$ cat src/rtl/dtq_pkg.sv
// Package for the delta timer queue: sizes, codes, sequencer states and index helpers.
package dtq_pkg;

	// List capacity and the widths that follow from it.
	localparam int DEPTH   = 16;
	localparam int IDX_W   = (DEPTH > 1) ? $clog2(DEPTH) : 1;
	localparam int CNT_W   = $clog2(DEPTH + 1);
	localparam int DELTA_W = 17;
	localparam int DELAY_W = 16;
	localparam int HND_W   = 8;

	// Input action codes.
	localparam logic ACT_INSERT = 1'b0;
	localparam logic ACT_TICK   = 1'b1;

	// Result status codes.
	localparam logic STAT_OK   = 1'b0;
	localparam logic STAT_FULL = 1'b1;

	// Sequencer states.
	typedef enum logic [3:0] {
		S_IDLE,
		S_WALK_RD,
		S_WALK_CMP,
		S_SH_RD,
		S_SH_WR,
		S_PUT,
		S_TK_RD,
		S_TK_CHK,
		S_TK_FLUSH
	} state_t;

	// Next slot of the circular list, wrapping at the end.
	function automatic logic [IDX_W-1:0] next_idx(input logic [IDX_W-1:0] idx);
		logic [IDX_W-1:0] res;
		if (idx == IDX_W'(DEPTH - 1)) begin
			res = '0;
		end else begin
			res = idx + IDX_W'(1);
		end
		return res;
	endfunction

	// Previous slot of the circular list, wrapping at the start.
	function automatic logic [IDX_W-1:0] prev_idx(input logic [IDX_W-1:0] idx);
		logic [IDX_W-1:0] res;
		if (idx == '0) begin
			res = IDX_W'(DEPTH - 1);
		end else begin
			res = idx - IDX_W'(1);
		end
		return res;
	endfunction

endpackage

$ cat src/rtl/delta_timer_queue.sv
// Delta-list timer queue with a circular entry memory and a small sequencer.
//
// Channel  | Ports                                     | Handshake
// ---------+-------------------------------------------+----------------------------------
// input    | action, delay, handle                     | word taken when start && !busy
// result   | released, released_handle, status, last   | word valid for one cycle at done
//
// An insert keeps busy high while it walks the list and, unless the new entry goes to the
// tail, while it shifts the later entries up one slot. The single read port of the entry
// memory paces both: the walk and the tail shift each handle one entry at a time. A tick
// keeps busy high while it reads the head and releases any expired entries. A full-list
// insert or a tick on an empty list is answered from idle. Reset empties the list at once;
// no clearing pass is needed. The receiver cannot stall: every result is shown for
// exactly one cycle.
module delta_timer_queue (
	input  logic        clk,
	input  logic        arst_n,
	input  logic        start,
	output logic        busy,
	input  logic        action,
	input  logic [15:0] delay,
	input  logic [7:0]  handle,
	output logic        done,
	output logic        released,
	output logic [7:0]  released_handle,
	output logic        status,
	output logic        last
);
	import dtq_pkg::*;

	// Entry memory: deltas and handles, same address.
	logic [DELTA_W-1:0] delta_mem  [DEPTH];
	logic [HND_W-1:0]   handle_mem [DEPTH];

	state_t state_q, state_d;

	logic [IDX_W-1:0]   head_q, tail_q;
	logic [CNT_W-1:0]   count_q;
	logic               first_q, pend_q;
	logic [HND_W-1:0]   pend_hnd_q;
	logic [IDX_W-1:0]   ptr_q, src_q, dst_q;
	logic [CNT_W-1:0]   k_q;
	logic [DELTA_W-1:0] remain_q;
	logic [HND_W-1:0]   hnd_q;
	logic [DELTA_W-1:0] rd_delta_q;
	logic [HND_W-1:0]   rd_handle_q;

	logic               done_q, released_q, status_q, last_q;
	logic [HND_W-1:0]   released_handle_q;

	logic               accept, list_full, list_empty;
	logic               walk_ge, walk_end, sh_at_pos;
	logic [DELTA_W-1:0] tick_val;
	logic               tick_pop;

	// Outputs of the sequencer.
	logic               mem_we;
	logic [IDX_W-1:0]   wr_addr, rd_addr;
	logic [DELTA_W-1:0] wr_delta;
	logic [HND_W-1:0]   wr_handle;
	logic               emit, emit_rel, emit_status, emit_last;
	logic [HND_W-1:0]   emit_hnd;

	// Shared conditions for the sequencer.
	assign accept     = start && !busy;
	assign list_full  = (count_q == CNT_W'(DEPTH));
	assign list_empty = (count_q == '0);
	assign walk_ge    = $signed(remain_q) >= $signed(rd_delta_q);
	assign walk_end   = ((k_q + CNT_W'(1)) == count_q);
	assign sh_at_pos  = (src_q == ptr_q);
	assign tick_val   = rd_delta_q - {{(DELTA_W-1){1'b0}}, first_q};
	assign tick_pop   = tick_val[DELTA_W-1] || (tick_val == '0);

	// Next state.
	always_comb begin
		state_d = state_q;
		case (state_q)
			S_IDLE: begin
				if (accept) begin
					if (action == ACT_INSERT) begin
						if (list_empty) begin
							state_d = S_PUT;
						end else if (!list_full) begin
							state_d = S_WALK_RD;
						end
					end else if (!list_empty) begin
						state_d = S_TK_RD;
					end
				end
			end
			S_WALK_RD: state_d = S_WALK_CMP;
			S_WALK_CMP: begin
				if (walk_ge) begin
					state_d = walk_end ? S_PUT : S_WALK_RD;
				end else begin
					state_d = S_SH_RD;
				end
			end
			S_SH_RD: state_d = S_SH_WR;
			S_SH_WR: state_d = sh_at_pos ? S_PUT : S_SH_RD;
			S_PUT:   state_d = S_IDLE;
			S_TK_RD: state_d = S_TK_CHK;
			S_TK_CHK: begin
				if (!tick_pop) begin
					state_d = S_IDLE;
				end else if (count_q == CNT_W'(1)) begin
					state_d = S_TK_FLUSH;
				end else begin
					state_d = S_TK_RD;
				end
			end
			S_TK_FLUSH: state_d = S_IDLE;
			default:    state_d = S_IDLE;
		endcase
	end

	// Memory control and result words.
	always_comb begin
		mem_we      = 1'b0;
		wr_addr     = ptr_q;
		wr_delta    = remain_q;
		wr_handle   = hnd_q;
		rd_addr     = head_q;
		emit        = 1'b0;
		emit_rel    = 1'b0;
		emit_hnd    = '0;
		emit_status = STAT_OK;
		emit_last   = 1'b1;
		case (state_q)
			S_IDLE: begin
				// A full-list insert and a tick on an empty list answer at once.
				if (accept && action == ACT_INSERT && list_full) begin
					emit        = 1'b1;
					emit_status = STAT_FULL;
				end else if (accept && action == ACT_TICK && list_empty) begin
					emit = 1'b1;
				end
			end
			S_WALK_RD: rd_addr = ptr_q;
			S_SH_RD:   rd_addr = src_q;
			S_SH_WR: begin
				// Move one entry up; the one after the new slot loses the new delta.
				mem_we    = 1'b1;
				wr_addr   = dst_q;
				wr_delta  = sh_at_pos ? (rd_delta_q - remain_q) : rd_delta_q;
				wr_handle = rd_handle_q;
			end
			S_PUT: begin
				mem_we = 1'b1;
				emit   = 1'b1;
			end
			S_TK_CHK: begin
				// Write back the decremented head when it stays in the list.
				if (first_q && !tick_pop) begin
					mem_we    = 1'b1;
					wr_addr   = head_q;
					wr_delta  = tick_val;
					wr_handle = rd_handle_q;
				end
				// A held release goes out once it is known whether another follows.
				if (pend_q) begin
					emit      = 1'b1;
					emit_rel  = 1'b1;
					emit_hnd  = pend_hnd_q;
					emit_last = !tick_pop;
				end else if (!tick_pop) begin
					emit = 1'b1;
				end
			end
			S_TK_FLUSH: begin
				emit     = 1'b1;
				emit_rel = 1'b1;
				emit_hnd = pend_hnd_q;
			end
			default: begin
				mem_we = 1'b0;
			end
		endcase
	end

	// Entry memory with registered read.
	always_ff @(posedge clk) begin
		if (mem_we) begin
			delta_mem[wr_addr]  <= wr_delta;
			handle_mem[wr_addr] <= wr_handle;
		end
		rd_delta_q  <= delta_mem[rd_addr];
		rd_handle_q <= handle_mem[rd_addr];
	end

	// Control state: list pointers, count, tick flags and result strobe.
	always_ff @(posedge clk or negedge arst_n) begin
		if (!arst_n) begin
			state_q <= S_IDLE;
			head_q  <= '0;
			tail_q  <= '0;
			count_q <= '0;
			first_q <= 1'b0;
			pend_q  <= 1'b0;
			done_q  <= 1'b0;
		end else begin
			state_q <= state_d;
			done_q  <= emit;
			case (state_q)
				S_IDLE: begin
					first_q <= 1'b1;
					pend_q  <= 1'b0;
				end
				S_PUT: begin
					tail_q  <= next_idx(tail_q);
					count_q <= count_q + CNT_W'(1);
				end
				S_TK_CHK: begin
					first_q <= 1'b0;
					if (tick_pop) begin
						pend_q  <= 1'b1;
						head_q  <= next_idx(head_q);
						count_q <= count_q - CNT_W'(1);
					end
				end
				default: begin
					first_q <= first_q;
				end
			endcase
		end
	end

	// Walk and shift datapath, plus the result word registers.
	always_ff @(posedge clk) begin
		released_q        <= emit_rel;
		released_handle_q <= emit_hnd;
		status_q          <= emit_status;
		last_q            <= emit_last;
		case (state_q)
			S_IDLE: begin
				remain_q <= {1'b0, delay};
				hnd_q    <= handle;
				ptr_q    <= head_q;
				k_q      <= '0;
			end
			S_WALK_CMP: begin
				if (walk_ge) begin
					remain_q <= remain_q - rd_delta_q;
					ptr_q    <= next_idx(ptr_q);
					k_q      <= k_q + CNT_W'(1);
				end else begin
					src_q <= prev_idx(tail_q);
					dst_q <= tail_q;
				end
			end
			S_SH_WR: begin
				dst_q <= src_q;
				src_q <= prev_idx(src_q);
			end
			S_TK_CHK: begin
				if (tick_pop) begin
					pend_hnd_q <= rd_handle_q;
				end
			end
			default: begin
				k_q <= k_q;
			end
		endcase
	end

	assign busy            = (state_q != S_IDLE);
	assign done            = done_q;
	assign released        = released_q;
	assign released_handle = released_handle_q;
	assign status          = status_q;
	assign last            = last_q;

	// The fill count never exceeds the capacity.
	a_count_range: assert property (@(posedge clk) disable iff (!arst_n)
		count_q <= CNT_W'(DEPTH))
		else $error("entry count above capacity");

	// The tail pointer sits exactly count entries after the head.
	a_tail_track: assert property (@(posedge clk) disable iff (!arst_n)
		((int'(head_q) + int'(count_q) >= DEPTH) ?
			(int'(head_q) + int'(count_q) - DEPTH) :
			(int'(head_q) + int'(count_q))) == int'(tail_q))
		else $error("tail pointer out of step with head and count");

	// A rejected insert is a single final word with no release.
	a_reject_word: assert property (@(posedge clk) disable iff (!arst_n)
		done && status |-> last && !released)
		else $error("rejected insert word malformed");

	// A tick on an empty list answers in the next cycle without a release.
	a_empty_tick: assert property (@(posedge clk) disable iff (!arst_n)
		start && !busy && action == ACT_TICK && count_q == '0 |=> done && !released && last)
		else $error("tick on empty list not answered");

endmodule

$ cat config.mk
export PLATFORM = sky130hd
export DESIGN_NAME = delta_timer_queue
export DESIGN_NICKNAME = d
export VERILOG_FILES = /design/src/rtl/dtq_pkg.sv /design/src/rtl/delta_timer_queue.sv
export SDC_FILE = /design/constraint.sdc
export NUM_CORES = 1
export LEC_CHECK = 0
export ABC_AREA = 0
export BUFFER_PORTS_ARGS = -buffer_cell sky130_fd_sc_hd__clkbuf_2
export CORE_UTILIZATION = 63
export DETAILED_ROUTE_END_ITERATION = 7
export GPL_TIMING_DRIVEN = 0
export MAX_ROUTING_LAYER = met4
export PLACE_DENSITY = 0.8
export SYNTH_ARGS = -nofsm -noshare
export SYNTH_HDL_FRONTEND = slang
export SYNTH_SLANG_ARGS = --single-unit
$ cat constraint.sdc
create_clock -name clk -period 6.3 [get_ports clk]
set_clock_uncertainty 0.05 [all_clocks]
set_input_delay 0.63 -clock clk [delete_from_list [all_inputs] [get_ports clk]]
set_output_delay 0.63 -clock clk [all_outputs]
set_load 0.02 [all_outputs]
; Word-level counts from Yosys, hierarchy flattened
; Memories as Yosys holds them, arrays and structs flattened. A register that Yosys moved wholly into a read port is not among the register bits.
; Index checks and enable logic that the tools add are counted.
[totals]
reg_bits = 81
ram_bits = 400
inputBits = 28
memories = 2
[memory_table]
columns = name, words, word_bits, read_ports, rd_ports_with_merged_regs, wr, line
row1 = delta_mem, 16, 17, 1, 1, 1, delta_timer_queue.sv:32  ; logic [DELTA_W-1:0] delta_mem [DEPTH];
row2 = handle_mem, 16, 8, 1, 1, 1, delta_timer_queue.sv:33  ; logic [HND_W-1:0] handle_mem [DEPTH];
[classes]
add_sub_neg = 11
magnitude_cmp = 1
n_eq_ne = 21
muxes = 53
n_bitwise = 1
n_reduce_logical = 28
[op_table]
columns = operator, n
row1 = 17-bit case mux with 2 select lines, 2
row2 = 4-bit 2-to-1 mux, 16
row3 = 17-bit 2-to-1 mux, 3
row4 = 4-bit case mux with 2 select lines, 5
row5 = 17-bit subtractor, 2
row6 = 8-bit case mux with 2 select lines, 2
row7 = 4-bit case mux with 7 select lines, 1
row8 = 5-bit case mux with 2 select lines, 2
row9 = 17-bit greater-or-equal comparator, 1
row10 = 17-bit logical NOT, 1
row11 = 17-bit by 1-bit subtractor with 17-bit output, 1
row12 = "4-bit by 3-bit equality test with 1-bit output, second input constant", 4
row13 = "4-bit equality test, second input constant", 4
row14 = 8-bit 2-to-1 mux, 2
row15 = "4-bit by 1-bit adder with 4-bit output, second input constant", 3
row16 = 4-bit logical NOT, 3
row17 = 2-bit AND reduction, 6
row18 = "5-bit by 1-bit adder with 5-bit output, second input constant", 2
row19 = 1-bit 2-to-1 mux, 10
row20 = 5-bit 2-to-1 mux, 2
row21 = 3-bit 2-to-1 mux, 3
row22 = "4-bit by 2-bit equality test with 1-bit output, second input constant", 2
row23 = "2-bit inequality test, second input constant", 4
row24 = 1-bit case mux with 2 select lines, 4
row25 = other kinds (19), 30

; Longest topological paths before layout
[depth]
word_depth = 9
depth_mapped = 13

; Worst setup path before layout
; No wires, ideal clock.
[synth_timing]
path_kind = register to register
from = register rd_delta_q[0], read port of delta_mem
to = memory delta_mem[0][0] (enable)
setup_time_ns = 0.470
arrival_ns = 5.186
required_time_ns = 5.780
slack_ns = 0.594
stages_incl_launch_ff = 14
n_path_buf = 2
period_less_slack_ns = 5.706
path_cell_list = dfxtp_1 > inv_1 > ha_1 > ha_1 > buf_2 > nor4b_4 > nand3_1 > xnor2_1 > a21boi_1 > a311oi_4 > and2_1 > buf_6 > a221o_1 > nor4_1
[synth_between]
elab_chain_len = 9
elab_cells_between_ends = 11
cone_classes = add/sub (1) / mux (6) / reduce/logical (4)
[synth_rtl]
columns = item, line
row1 = "start, declared", delta_timer_queue.sv:45  ; logic [DELTA_W-1:0] rd_delta_q;
row2 = 17-bit by 1-bit subtractor with 17-bit output *, delta_timer_queue.sv:71  ; assign tick_val = rd_delta_q - {{(DELTA_W-1){1'b0}}, first_q};
row3 = 17-bit logical NOT, delta_timer_queue.sv:72  ; assign tick_pop = tick_val[DELTA_W-1] || (tick_val == '0);
row4 = 1-bit logical OR *, delta_timer_queue.sv:72
row5 = 1-bit logical NOT *, n/a
row6 = 1-bit logical AND *, delta_timer_queue.sv:154  ; if (first_q && !tick_pop) begin
row7 = 1-bit 2-to-1 mux, delta_timer_queue.sv:154
row8 = 1-bit case mux with 2 select lines, delta_timer_queue.sv:129  ; case (state_q)
row9 = 1-bit 2-to-1 mux, delta_timer_queue.sv:183  ; if (mem_we) begin
row10 = 1-bit 2-to-1 mux (implied by the code), delta_timer_queue.sv:184  ; delta_mem[wr_addr] <= wr_delta;
row11 = "end, declared", delta_timer_queue.sv:32
; Every way passes the cells marked *; elsewhere a longest branch is shown, timed or not.

; Worst setup path after layout
[layout_timing]
from = register rd_delta_q[0], read port of delta_mem
to = memory delta_mem[2][5] (enable)
; Same word-level chain as after synthesis.

==> reports/summary.txt <==
Yosys cell types -> 77
Vias/cell -> 6.56
leakage -> 8.80 nW
post-synthesis mux area share -> 12.3%
grt total ovfl -> 0
Power Density -> 583 nW/um^2
Die H -> 190 um
Port Buffer Count -> 40
via count -> 13500
share of layout cells above drive strength 1 -> 20.5%
Int Pwr -> 9.00 mW
P_sw -> 5.71 mW
sw frac -> 38.8%
Final setup viols -> 0
WL/cell -> 26.2 um
Post-Place Cells -> 1964
outcome -> complete, but fails checks
Post-Synth XOR/XNOR Area -> 1.89%
worst hold path startpoint -> handle[0]
die span in x -> 190 um
Final Critical Period -> 5130 ps
Post-Synth Adder-Cell Area -> 2.77%
FP Rows -> 68
Longest Clk Path Bufs -> 3
WL met1 -> 20800 um
Mapped Nets -> 1492
core area -> 34600 um^2
Final Non-Filler Cells -> 2053
Async SR Flop Fraction -> 3.95%
Hold Path Class -> input pin to register
Hold WS -> 170 ps
Layout Nets -> 1636
Synth Instances -> 1416
dominant synthesized flop cell -> edfxtp_1
CTS tree -> yes
total track usage -> 31.8%
critical path type -> register to register
Hold Vio Cnt, Final -> 0
R2R Path Start -> rd_delta_q[0]
ant diodes -> 0
Worst-path clk slew -> 60 ps
CTS resizes -> 0
gpl congestion -> 0.922
mean post-synth cell area -> 15.7 um^2
slew margin rel. -> -4.59%
Reg power frac -> 35.2%
initial antenna violation count -> 1
initial core utilization -> 64.1%
H-tree depth -> 2
routed wl met2 -> 26900 um
sequential-to-total area share from yosys stat -> 66.4%
main combinational cell family by area after synthesis -> multiplexers
first-pass GRT wire length -> 81800 um
Layout area overhead -> 13.7%
Post-Synth Simple-Gate Area -> 6.28%
RSZ-0062 raised after global routing -> no
critical-path cell list -> inv_1, ha_1, ha_1, buf_2, nor4b_4, nand3_1, xnor2_1, a21boi_1, a311oi_4, and2_1, buf_6, a221o_1, nor4_2, buf_4, buf_6, buf_4
Max Freq -> 195 MHz
Synth Cell Area -> 22200 um^2
number of global-route vias before repair -> 13800
Routed WL -> 53700 um
failing checks -> max-capacitance violations, max-slew violations
DR WL met3 -> 4240 um
combinational group share of total power -> 45.1%
DRC Markers -> 0
max cap viols -> 1
Final period util -> 81.4%
clk_lat worst skew -> 590 ps
CTS Buf Count -> 48
worst reg2reg path depth -> 16
# Post-CTS Setup Buffers -> 0
Compound-Gate Fraction of Synth Area -> 7.86%
clock sinks -> 506
Syn. warnings -> 0
1st-iter DRT viols -> 1255
Fillers -> 2044
die area -> 36000 um^2
hold path endpoint -> hnd_q[0]
most common cell after layout, fill and taps aside -> edfxtp_1
CP Capture Type -> register
fin. max-slew vios -> 17
Highest Signal Layer -> met4
peak supply drop -> 394 uV
First-pass DRT Iterations -> 5
post-synthesis register bit count -> 506
measured slew at the worst slew-check pin -> 1570 ps
Slowest-stage cell, CP -> nor4_2
setup slack, reg-to-reg -> 1170 ps
WHS Path Cells -> 1
Worst EP required -> 6540 ps
Worst Path Arrival -> 5370 ps
clock power share -> 19.8%
most frequent cells in the layout -> edfxtp_1, mux4_2, nand2_1
Ports -> 41
Final ANT Viol Nets -> 0
crit-path max cell delay -> 850 ps
Worst setup SP type -> register
placed wire-length estimate -> 37200 um
Root Driver -> clkbuf_16
CP Max Fanout -> 10
Reg2Reg Capture Point -> delta_mem[2][5]
Post-synth EDFFs -> 450
largest net degree at the start of global routing -> 21
## metal layers
metal	vias to the layer above	track usage (%)
met4	0	11.4
met3	140	4.24
met5	-	-
met1	6740	41.0
met2	745	52.4
li1	5844	-
## worst max-delay path by stage
stage	startpoint	to	slack [ps]
after detailed placement	rd_delta_q[0]	delta_mem[0][8]	1380
after global routing	rd_delta_q[0]	delta_mem[2][4]	1010
final	rd_delta_q[0]	delta_mem[2][5]	1170
after floorplan	rd_delta_q[0]	delta_mem[0][0]	590
after CTS	rd_delta_q[0]	delta_mem[2][4]	1300
after global placement	rd_delta_q[0]	delta_mem[0][7]	-2590
## Yosys cell counts (8+ instances only)
cell      instances  area share [%]
dfrtp_1          20             2.3
mux4_2          100              10
a21oi_1          67             1.5
nor3_1           31            0.70
o31ai_1          10            0.34
buf_1            12            0.20
edfxtp_1        450              61
buf_2            15            0.34
ha_1             46             2.6
o21a_1            8            0.27
nor2b_1          42             1.2
nand4_1           9            0.25
o21ai_0          49             1.1
mux2i_1          34             1.5
xor2_1           15            0.59
nor2_1           39            0.66
nor4_1            9            0.25
xnor2_1          33             1.3
clkbuf_1         50            0.85
dfxtp_1          36             3.2
nand3_1          17            0.38
a31oi_1           8            0.23
a221o_1           9            0.41
mux2_2           12            0.61
a211oi_1         29            0.98
nand2_1          80             1.4
inv_1            60             1.0
a21o_1           13            0.44
## worst max-delay path, delay by kind of cell, from the launching register on
kind	cells	cell delay [ps]
AND/OR/NAND/NOR	4	1600
buffers and inverters	6	1120
AO/OA/AOI/OAI	3	1070
adder cells (fa/ha/maj)	2	380
flip-flops	1	330
XOR/XNOR	1	280
## power groups by stage
stage                     clock (mW)  sequential [mW]  combinational [mW]
after global placement             0             5.24                6.06
after global routing            3.05             5.21                7.13
after detailed placement           0             5.23                6.47
final                           2.91             5.17                6.63
after CTS                       2.93             5.17                6.55
after floorplan                    0             5.11                4.54
## kinds of logic (layout without fill, tap and decap cells)
group,after synthesis,after routing
AOI/OAI and AO/OA,259,259
xor gates and xnor gates,48,48
and+or+nand+nor,269,269
adders and majority gates,48,48
muxes,146,146
buffers and inverters,140,322
DFF,506,506
## area by class of cell
class | count | area (um^2) | share of cell area [%]
well taps | 455 | 569 | 2.26
clock inverters | 27 | 318 | 1.26
flip-flops and latches | 506 | 14700 | 58.4
inverters | 62 | 233 | 0.922
repair buffers | 94 | 782 | 3.10
multi-input cells | 770 | 7020 | 27.8
clock buffers | 61 | 1260 | 4.99
plain buffers | 78 | 319 | 1.26
## state kept, by name (all words and copies together), names as in the netlist
| register | count |
|---|---|
| done | 1 |
| state_q | 4 |
| k_q | 5 |
| pend_hnd_q | 8 |
| handle_mem | 128 |
| hnd_q | 8 |
| released_handle | 8 |
| tail_q | 4 |
| released | 1 |
| delta_mem | 272 |
| rd_delta_q | 17 |
| count_q | 5 |
| dst_q | 4 |
| remain_q | 17 |
| rd_handle_q | 8 |
| status | 1 |
| head_q | 4 |
| last | 1 |
| pend_q | 1 |
| ptr_q | 4 |
| src_q | 4 |
| first_q | 1 |
## what timing repair did
item / CTS / global route
hold buffers: 1 / 0
endpoints found under the setup margin: 0 / 0
hold endpoints to repair: 20 / 0
## through the flow
stage / area (um^2) / setup TNS [ps] / worst slack, ps / power, mW / util [%]
6_report: 25200 / 0 / 1170 / 14.7 / 72.9
5_1_grt: 25200 / 0 / 1010 / 15.4 / 72.9
2_1_floorplan: 22200 / 0 / 594 / 9.65 / -
4_1_cts: 25200 / 0 / 1300 / 14.6 / 72.8
3_3_place_gp: 23000 / -472670 / -2590 / 11.3 / 66.3
3_5_place_dp: 23600 / 0 / 1380 / 11.7 / 68.2
(Power assumes the default switching activity.)
